===== config.mk =====
export PLATFORM = sky130hd
export DESIGN_NAME = vdt_ctrl
export DESIGN_NICKNAME = d
export VERILOG_FILES = /design/src/rtl/vdt_pkg.sv /design/src/rtl/vdt_ctrl.sv
export SDC_FILE = /design/constraint.sdc
export NUM_CORES = 1
export LEC_CHECK = 0
export BUFFER_PORTS_ARGS = -buffer_cell sky130_fd_sc_hd__buf_2
export CORE_AREA = 2 2 39 41
export CTS_CLUSTER_DIAMETER = 150
export CTS_CLUSTER_SIZE = 14
export DETAILED_ROUTE_END_ITERATION = 7
export DIE_AREA = 0 0 41 43
export PLACE_DENSITY = 0.35
export RECOVER_POWER = 25
export SLEW_MARGIN = 20
export SYNTH_ARGS = -nofsm -noshare
export SYNTH_HDL_FRONTEND = slang
export SYNTH_SLANG_ARGS = --single-unit

===== constraint.sdc =====
create_clock -name clk -period 2.05 [get_ports clk]
set_clock_uncertainty 0.2 [all_clocks]
set_input_delay 0.1025 -clock clk [delete_from_list [all_inputs] [get_ports clk]]
set_output_delay 0.1025 -clock clk [all_outputs]
set_load 0.01 [all_outputs]

===== src/rtl/vdt_pkg.sv =====
// types, constants and compare functions of the vertex dedup table
`timescale 1ns / 1ps
`default_nettype none
package vdt_pkg;

	localparam int TABLE_DEPTH = 1024;
	localparam int WORDS_PER_VERTEX = 8;
	localparam int IDX_W = $clog2(TABLE_DEPTH);
	localparam int CNT_W = $clog2(TABLE_DEPTH + 1);
	localparam int OUT_IDX_W = 10;

	localparam logic CMD_LOOKUP = 1'b0;
	localparam logic CMD_CLEAR = 1'b1;

	typedef logic [WORDS_PER_VERTEX-1:0][31:0] vertex_t;

	typedef struct packed {
		logic        command;
		logic [31:0] pos_x;
		logic [31:0] pos_y;
		logic [31:0] pos_z;
		logic [31:0] norm_x;
		logic [31:0] norm_y;
		logic [31:0] norm_z;
		logic [31:0] tex_s;
		logic [31:0] tex_t;
	} req_t;

	typedef struct packed {
		logic [OUT_IDX_W-1:0] vertex_index;
		logic                 was_inserted;
		logic                 table_full;
	} rsp_t;

	typedef enum logic [2:0] {
		ST_IDLE    = 3'b001,
		ST_SEARCH  = 3'b010,
		ST_DELIVER = 3'b100
	} state_t;

	typedef struct packed {
		logic start;
		logic clear;
		logic read;
		logic decide;
		logic load_out;
	} cmd_t;

	typedef struct packed {
		logic more;
		logic pending;
		logic hit;
		logic out_free;
	} status_t;

	function automatic logic word_is_nan(logic [31:0] w);
		return (w[30:23] == 8'hFF) && (w[22:0] != 23'd0);
	endfunction

	// ieee equality: nan never equal, +0 equals -0
	function automatic logic words_equal(logic [31:0] a, logic [31:0] b);
		logic both_zero;
		both_zero = ((a[30:0] | b[30:0]) == 31'd0);
		return !word_is_nan(a) && !word_is_nan(b) && ((a == b) || both_zero);
	endfunction

	function automatic logic entry_match(vertex_t stored, vertex_t probe);
		logic m;
		m = 1'b1;
		for (int k = 0; k < WORDS_PER_VERTEX; k++) begin
			m = m & words_equal(stored[k], probe[k]);
		end
		return m;
	endfunction

	function automatic vertex_t req_vertex(req_t r);
		vertex_t v;
		v[0] = r.pos_x;
		v[1] = r.pos_y;
		v[2] = r.pos_z;
		v[3] = r.norm_x;
		v[4] = r.norm_y;
		v[5] = r.norm_z;
		v[6] = r.tex_s;
		v[7] = r.tex_t;
		return v;
	endfunction

endpackage
`default_nettype wire


===== src/rtl/vdt_ctrl.sv =====
// controller state machine: sequences the search, the decision and the delivery
`timescale 1ns / 1ps
`default_nettype none
module vdt_ctrl (
	input  wire logic             clk,
	input  wire logic             arst_n,
	input  wire logic             req_valid,
	input  wire logic             req_command,
	output logic                  req_stall,
	input  wire vdt_pkg::status_t st,
	output vdt_pkg::cmd_t         cmd
);

	vdt_pkg::state_t state_q;
	vdt_pkg::state_t state_d;

	always_ff @(posedge clk or negedge arst_n) begin
		if (!arst_n) begin
			state_q <= vdt_pkg::ST_IDLE;
		end else begin
			state_q <= state_d;
		end
	end

	assign req_stall = (state_q != vdt_pkg::ST_IDLE);

	always_comb begin
		state_d = state_q;
		cmd = '0;
		case (state_q)
			vdt_pkg::ST_IDLE: begin
				if (req_valid) begin
					if (req_command == vdt_pkg::CMD_CLEAR) begin
						cmd.clear = 1'b1;
					end else begin
						cmd.start = 1'b1;
						state_d = vdt_pkg::ST_SEARCH;
					end
				end
			end
			vdt_pkg::ST_SEARCH: begin
				cmd.read = st.more && !st.hit;
				// done on the first hit, or once every stored entry was compared
				if (st.hit || (!st.more && !st.pending)) begin
					cmd.decide = 1'b1;
					state_d = vdt_pkg::ST_DELIVER;
				end
			end
			vdt_pkg::ST_DELIVER: begin
				if (st.out_free) begin
					cmd.load_out = 1'b1;
					state_d = vdt_pkg::ST_IDLE;
				end
			end
			default: begin
				state_d = vdt_pkg::ST_IDLE;
			end
		endcase
	end

endmodule
`default_nettype wire


==> impl_metrics.ini, run 1 <==
[cts]
clk_latency_ns = 0.23
cts_tree = built
clk_pin_slew_ns = 0.04
clockRootBuffer = clkbuf_4
htreeDepth = 1
cts.path.max_buffers = 2
cts_setup_buffers = 0
cts_buffers = 3
clock_sinks = 3

[logic_synthesis]
ys_types = 15
syn-num-nets = 27
synth_compound_area_frac = 0.205
synthTopCellsByArea = dfrtp_1 (26%), dfstp_2 (14%), or3b_1 (9.3%), and4bb_2 (6.6%), nor2_1 (6.0%)
synth_top_area_frac = 0.265
async_flop_share = 1.00
synth_top_area_cell = dfrtp_1
synth_edf_count = 0
netlist_area_um2 = 189
synth_xor_area_frac = 0
ys.flop_type = dfrtp_1
synth.most_common_cell = nor2_1
synth_top_family_by_area = simple AND/OR/NAND/NOR gates
synthMuxAreaShare = 0
avgSynthCellArea_um2 = 9.94
synth_warnings = 0
ys_ff_latch = 3
synth-adder-area-share = 0
yosys.area_share.simple = 0.364
syn_inst = 19
synth_common_cells = nor2_1 (3), dfrtp_1 (2), or3b_1 (2)
ys_seq_area_frac = 0.404

[drt]
drtPass1Iterations = 2
num_vias = 218
drt_iter0_drc = 4
route.final.wire_length_um = 545
drc = 0
wl_per_cell_um = 10.3
viasPerCell = 4.11
ant_nets = 0

[timing]
tns_ns = 0
setup_viol = 0
fmax_mhz = 572
slew_viol_final = 0
period_minus_slack_ns = 1.75
worst_pin_slew_ns = 0.166
whs_ns = 0.0232
period_share = 0.852
hold_violations = 0
relSlewSlack = 0.888
grt_setup_unrepaired = false

[final_layout]
fillCellCount = 161
largest_reg_flops = 3
instances_no_fill = 53
fin_util = 0.227
largest-register = state_q
antenna_cells = 0
area_delta_synth_final_pct = 66.2
drive_gt1_frac = 0.486
nNetsFinal = 46
top_regs = state_q (3)

[grt]
grtUsageTotal = 0.0785
grt_max_degree = 6
grt_antenna_before_repair = 0
grt-ovfl-total = 0
grt_pass1_wl_um = 917
grt_pass1_vias = 224

[die]
initial_core_util = 0.137
die_x_um = 41
dieArea_mm2 = 0.00176
die_h_um = 43
std_cell_rows = 14
io_pins = 14
coreArea_mm2 = 0.00138

[status]
status = finished, final reports clean

[critical_path]
end_kind = primary output
cp_top_family = simple AND/OR/NAND/NOR gates
worstRegToRegCells = 2
cp-start-kind = register
r2r_start = state_q[0]$_DFFE_PN1P_
slowest_stage = dfstp_2
timing.critical_path.from = state_q[0]$_DFFE_PN1P_
crit_chain = or3b_1, nor2_1, buf_2
slowest_delay_ns = 0.53
crit_required_ns = 1.75
worst-path-buf-inv = 1
r2r_end = state_q[0]$_DFFE_PN1P_
r2r_slack_ns = 0.58
path_class = reg -> out
worstPathArrival_ns = 1.44
cp_max_fo = 5

[place]
numPortBuffers = 13
routabilityCongestion = 0.662
dp_hpwl_um = 446
dp_cells = 47

[pwr]
leakage_nw = 0.157
vdd_drop_max_v = 0.000254
p_per_area_mw_per_mm2 = 679

[worst_hold_path]
hold_class = in -> async

[flow_run]
max_cap_violations = 0
[cells in the final DEF (no fill, tap or decap), drive strengths merged, types with 2 or more instances in the layout]
master	Yosys	routed
nor2	3	3
dfrtp	2	2
dlygate4sd3	0	2
or3b	2	2
buf	1	12
clkbuf	0	5
[cell families after synthesis]
| kind of cell | after synthesis |
|---|---|
| and+or+nand+nor | 10 |
| buffers and inverters | 1 |
| DFF | 3 |
| AOI/OAI and AO/OA | 5 |
[worst max-delay path by stage]
stage	end	slack, ns	cells after the start
2_1_floorplan	state_q[0]$_DFFE_PN1P_	0.57	3
3_3_place_gp	cmd[3]	0.54	3
3_5_place_dp	cmd[3]	0.54	3
4_1_cts	cmd[3]	0.29	3
5_1_grt	cmd[2]	0.22	3
6_report	cmd[3]	0.30	3
[metal layers]
layer / vias up / track usage / wire [µm]
li1: 107 / - / -
met1: 97 / 0.100 / 242
met2: 14 / 0.106 / 229
met3: 0 / 0.0524 / 74
met4: 0 / 0.0200 / 0
met5: - / 0 / 0
[metrics by stage]
step / setup slack [ns] / instance area, µm² / power [mW]
floorplan: 0.566 / 189 / 0.0922
global placement: 0.542 / 269 / 0.109
detailed placement: 0.541 / 269 / 0.110
CTS: 0.291 / 315 / 0.220
global route: 0.216 / 314 / 0.235
finish: 0.303 / 314 / 0.213
[where the power goes]
part	internal (mW)	switching, mW	total (mW)
sequential	0.0655	0.00332	0.0688
clock	0.0729	0.0291	0.102
combinational	0.0217	0.0208	0.0425
[cell type report]
cell class	count	area [µm²]	area share
clock buffers	4	26.3	0.0837
flip-flops and latches	3	76.3	0.243
repair buffers	15	83.8	0.267
well taps	16	20.0	0.0637
multi-input cells	15	108	0.343
[timing repair]
item,4_1_cts,5_1_grt
hold endpoints to repair,3,0
gates resized for setup,0,0
hold buffers,2,0
(Power assumes the default switching activity.)
==> run 2, diff against run 1 <==
--- a/config.mk
+++ b/config.mk
@@ -13,6 +13,8 @@
 export DIE_AREA = 0 0 41 43
 export PLACE_DENSITY = 0.35
 export RECOVER_POWER = 25
+export REMOVE_ABC_BUFFERS = 1
+export SKIP_LAST_GASP = 1
 export SLEW_MARGIN = 20
 export SYNTH_ARGS = -nofsm -noshare
 export SYNTH_HDL_FRONTEND = slang
==> constraint.sdc (replaced) <==
create_clock -name clk -period 1.7 [get_ports clk]
set_clock_uncertainty 0.2 [all_clocks]
set_input_delay 0.085 -clock clk [delete_from_list [all_inputs] [get_ports clk]]
set_output_delay 0.085 -clock clk [all_outputs]
set_load 0.01 [all_outputs]
==> run 2 against run 1 <==
Sequential share of layout area is 2.7 points lower. Routed wire length is 4.4% lower. Total power is 27% higher. Critical path type unchanged. Largest cell class unchanged.
==> impl_metrics.ini, run 2 (synthesized netlist as in run 1, its figures left out) <==
[pwr]
leakage_nw = 0.170
p_per_area_mw_per_mm2 = 768
vdd_drop_max_v = 0.000192

[timing]
whs_ns = 0.0107
worst_slack_ns = 0.0187
relSlewSlack = 0.899
tns_ns = 0
fmax_mhz = 595
hold_violations = 0
worst_pin_slew_ns = 0.152
grt_setup_unrepaired = true
period_share = 0.989
period_minus_slack_ns = 1.68
setup_viol = 0
slew_viol_final = 0

[place]
numPortBuffers = 13
dp_slack_ns = 0.203
routabilityCongestion = 0.690
dp_cells = 47

[final_layout]
instances_no_fill = 56
layout_commonest_cell = buf_2
drive_gt1_frac = 0.575
nNetsFinal = 49
largest_reg_flops = 3
area_delta_synth_final_pct = 87.4
antenna_cells = 0
final_cell_mix = buf_2 (12), dlygate4sd3_1 (4), clkbuf_4 (3)
largest-register = state_q
top_regs = state_q (3)

[drt]
wl_per_cell_um = 9.30
route.final.wire_length_um = 521
num_vias = 227
drc = 0
drt_iter0_drc = 2
ant_nets = 0
viasPerCell = 4.05
drtPass1Iterations = 4

[worst_hold_path]
hold_class = in -> reg

[cts]
clockRootBuffer = clkbuf_4
clk_pin_slew_ns = 0.04
cts.path.max_buffers = 2
cts_tree = built
clock_sinks = 3
clk_latency_ns = 0.23
cts_buffers = 3
htreeDepth = 1

[grt]
grt_pass1_vias = 224
grt_max_degree = 6
grt-ovfl-total = 0
grt_pass1_wl_um = 841
grt_antenna_before_repair = 0
grtUsageTotal = 0.0705

[die]
die_x_um = 41
initial_core_util = 0.137
dieArea_mm2 = 0.00176
die_h_um = 43
io_pins = 14
std_cell_rows = 14
coreArea_mm2 = 0.00138

[critical_path]
cp_max_fo = 4
cp-start-kind = register
crit_required_ns = 1.41
worstPathArrival_ns = 1.40
path_class = reg -> out
end_kind = primary output

[flow_run]
max_cap_violations = 0

[status]
status = finished, final reports clean
[run 2: cell count changes in the layout (fill, tap and decap cells not counted), sizes merged]
cell	change
dlygate4sd3	+2
buf	+1
[run 2: repair_timing]
item	4_1_cts	5_1_grt
hold endpoints to repair	5	0
setup endpoints to repair	3	3
hold buffers	4	0
setup buffers	1	0
gates resized for setup	1	3
pin swaps	0	2
[run 2: where the power goes]
group          leakage [nW]  switching, mW  internal [mW]
Sequential           0.0377        0.00444         0.0791
Combinational         0.117         0.0281         0.0390
Clock                0.0150         0.0335         0.0877
[run 2: worst paths after layout]
kind | startpoint | to | slack (ns) | cells after the start
max in group asynchronous | arst_n | state_q[1]$_DFFE_PN0P_ | 0.62 | 3
worst max register to register | state_q[0]$_DFFE_PN1P_ | state_q[0]$_DFFE_PN1P_ | 0.11 | 3
worst min-delay path | st[3] | state_q[2]$_DFFE_PN0P_ | 0.01 | 3
worst max-delay path | state_q[0]$_DFFE_PN1P_ | cmd[3] | 0.02 | 3
min in group asynchronous | arst_n | state_q[0]$_DFFE_PN1P_ | 0.14 | 2
worst min register to register | state_q[1]$_DFFE_PN0P_ | state_q[2]$_DFFE_PN0P_ | 0.42 | 2
[run 2: layout make-up]
type	instances	area [µm²]
fillers	156	1030
flip-flops and latches	3	76.3
clock buffers	4	26.3
multi-input cells	15	120
repair buffers	18	111
well taps	16	20.0
[run 2: critical path: stages (launching register included)]
cell and delay, ns:
dfstp_2 0.54, or3b_4 0.41, nor2_1 0.09, buf_2 0.13
[run 2: routing by layer]
metal,track usage,vias up,share of wire
met2,0.0906,15,0.40
met4,0.0600,0,0
li1,-,113,-
met1,0.0942,99,0.50
met3,0.0157,0,0.10
met5,0,-,0
[run 2: stage by stage]
stage / util / area [µm²] / power [mW]
detailed placement: 0.194 / 269 / 0.132
CTS: 0.250 / 345 / 0.276
global route: 0.256 / 354 / 0.293
global placement: 0.194 / 269 / 0.131
finish: 0.256 / 354 / 0.272
floorplan: - / 184 / 0.108
==> run 3, diff against run 2 <==
--- a/config.mk
+++ b/config.mk
@@ -11,7 +11,7 @@
 export CTS_CLUSTER_SIZE = 14
 export DETAILED_ROUTE_END_ITERATION = 7
 export DIE_AREA = 0 0 41 43
-export PLACE_DENSITY = 0.35
+export PLACE_DENSITY_LB_ADDON = 0.1
 export RECOVER_POWER = 25
 export REMOVE_ABC_BUFFERS = 1
 export SKIP_LAST_GASP = 1
==> constraint.sdc (replaced) <==
create_clock -name clk -period 1.9 [get_ports clk]
set_clock_uncertainty 0.2 [all_clocks]
set_input_delay 0.095 -clock clk [delete_from_list [all_inputs] [get_ports clk]]
set_output_delay 0.095 -clock clk [all_outputs]
set_load 0.01 [all_outputs]
==> run 3 against run 2 <==
Cell count stayed put. Sequential share of layout area is 0.55 points higher. Sequential power is 11% lower. Flip-flop and latch count stayed put. Critical path depth stayed put. Total power is 12% lower. Via count is 2.2% lower. Non-clock buffer count stayed put. Clock power is 6% lower. Setup slack better by 0.13 ns. Global-route usage is 0.10 points lower. Hold slack worse by 0.0024 ns.
==> impl_metrics.ini, run 3 (synthesized netlist as in run 1, its figures left out) <==
[worst_hold_path]
hold_class = in -> reg

[grt]
grt_pass1_vias = 210
grt_max_degree = 6
grt_pass1_wl_um = 752
grtUsageTotal = 0.0695
grt_antenna_before_repair = 0
grt-ovfl-total = 0

[final_layout]
nNetsFinal = 49
final_cell_mix = buf_2 (13), dlygate4sd3_1 (5), nor2_1 (3), clkbuf_4 (3)
top_regs = state_q (3)
fin_util = 0.250
antenna_cells = 0
drive_gt1_frac = 0.475
instances_no_fill = 56
largest-register = state_q
area_delta_synth_final_pct = 82.8
layout_commonest_cell = buf_2
largest_reg_flops = 3

[place]
numPortBuffers = 13
dp_hpwl_um = 356
dp_slack_ns = 0.399
routabilityCongestion = 0.661
dp_cells = 47

[die]
dieArea_mm2 = 0.00176
io_pins = 14
std_cell_rows = 14
die_x_um = 41
initial_core_util = 0.137
coreArea_mm2 = 0.00138
die_h_um = 43

[cts]
cts.path.max_buffers = 2
ctsHoldBuffers = 5
clock_sinks = 3
cts_buffers = 3
clockRootBuffer = clkbuf_4
clk_pin_slew_ns = 0.04
htreeDepth = 1
clk_latency_ns = 0.23
post_cts_resized = 0
cts_setup_buffers = 0
cts_tree = built

[pwr]
vdd_drop_max_v = 0.000157
p_sw_frac = 0.255
seqPwrFrac = 0.311
p_clk_frac = 0.481
power.switching_mw = 0.0608
p_per_area_mw_per_mm2 = 689
power.internal_mw = 0.177
leakage_nw = 0.172
p_comb_frac = 0.208

[drt]
num_vias = 222
drtPass1Iterations = 1
drc = 0
ant_nets = 0
wl_per_cell_um = 8.36
route.final.wire_length_um = 468
viasPerCell = 3.96
drt_iter0_drc = 0

[timing]
grt_setup_unrepaired = false
slew_viol_final = 0
tns_ns = 0
relSlewSlack = 0.893
whs_ns = 0.00830
period_share = 0.921
setup_viol = 0
period_minus_slack_ns = 1.75
worst_slack_ns = 0.150
fmax_mhz = 572
hold_violations = 0
worst_pin_slew_ns = 0.161

[flow_run]
max_cap_violations = 0

[critical_path]
worstPathArrival_ns = 1.45
crit_required_ns = 1.60
cp-start-kind = register
end_kind = primary output
crit_chain = or3b_1, nor2_1, buf_2
path_class = reg -> out
slowest_delay_ns = 0.53
cp_max_fo = 5
slowest_stage = dfstp_2

[status]
status = finished, final reports clean
run 3: power groups by stage:
stage          sequential [mW]  clock [mW]  combinational [mW]
2_1_floorplan           0.0737           0              0.0230
3_3_place_gp            0.0748           0              0.0422
3_5_place_dp            0.0747           0              0.0425
4_1_cts                 0.0739       0.121              0.0509
5_1_grt                 0.0747       0.125              0.0547
6_report                0.0739       0.114              0.0496
run 3: final timing paths:
path | startpoint | endpoint | slack [ns] | depth (start not counted)
min in group asynchronous | arst_n | state_q[0]$_DFFE_PN1P_ | 0.13 | 2
setup reg to reg | state_q[0]$_DFFE_PN1P_ | state_q[0]$_DFFE_PN1P_ | 0.42 | 2
max in group asynchronous | arst_n | state_q[1]$_DFFE_PN0P_ | 0.85 | 3
hold reg to reg | state_q[1]$_DFFE_PN0P_ | state_q[2]$_DFFE_PN0P_ | 0.42 | 2
hold / removal | req_command | state_q[1]$_DFFE_PN0P_ | 0.008 | 3
setup / recovery | state_q[0]$_DFFE_PN1P_ | cmd[3] | 0.15 | 3
run 3: critical path, delay by kind of cell, from the launching register on:
family | cells | cell delay, ns
AND/OR/NAND/NOR | 2 | 0.56
flip-flops | 1 | 0.53
buffers and inverters | 1 | 0.13
run 3: cell type report:
class	instances	area, µm²
fillers	154	1040
repair buffers	18	115
multi-input cells	15	108
clock buffers	4	26.3
flip-flops and latches	3	76.3
well taps	16	20.0
run 3: through the flow:
step | power, mW | instance area (µm²)
floorplan | 0.0966 | 184
CTS | 0.245 | 345
global route | 0.254 | 345
detailed placement | 0.117 | 269
finish | 0.238 | 345
global placement | 0.117 | 269
run 3: metal layers:
metal	track usage	wire (µm)	up-vias
met4	0.100	18	0
met2	0.0906	224	9
li1	-	-	113
met5	0	0	-
met3	0.0157	31	2
met1	0.0714	194	98
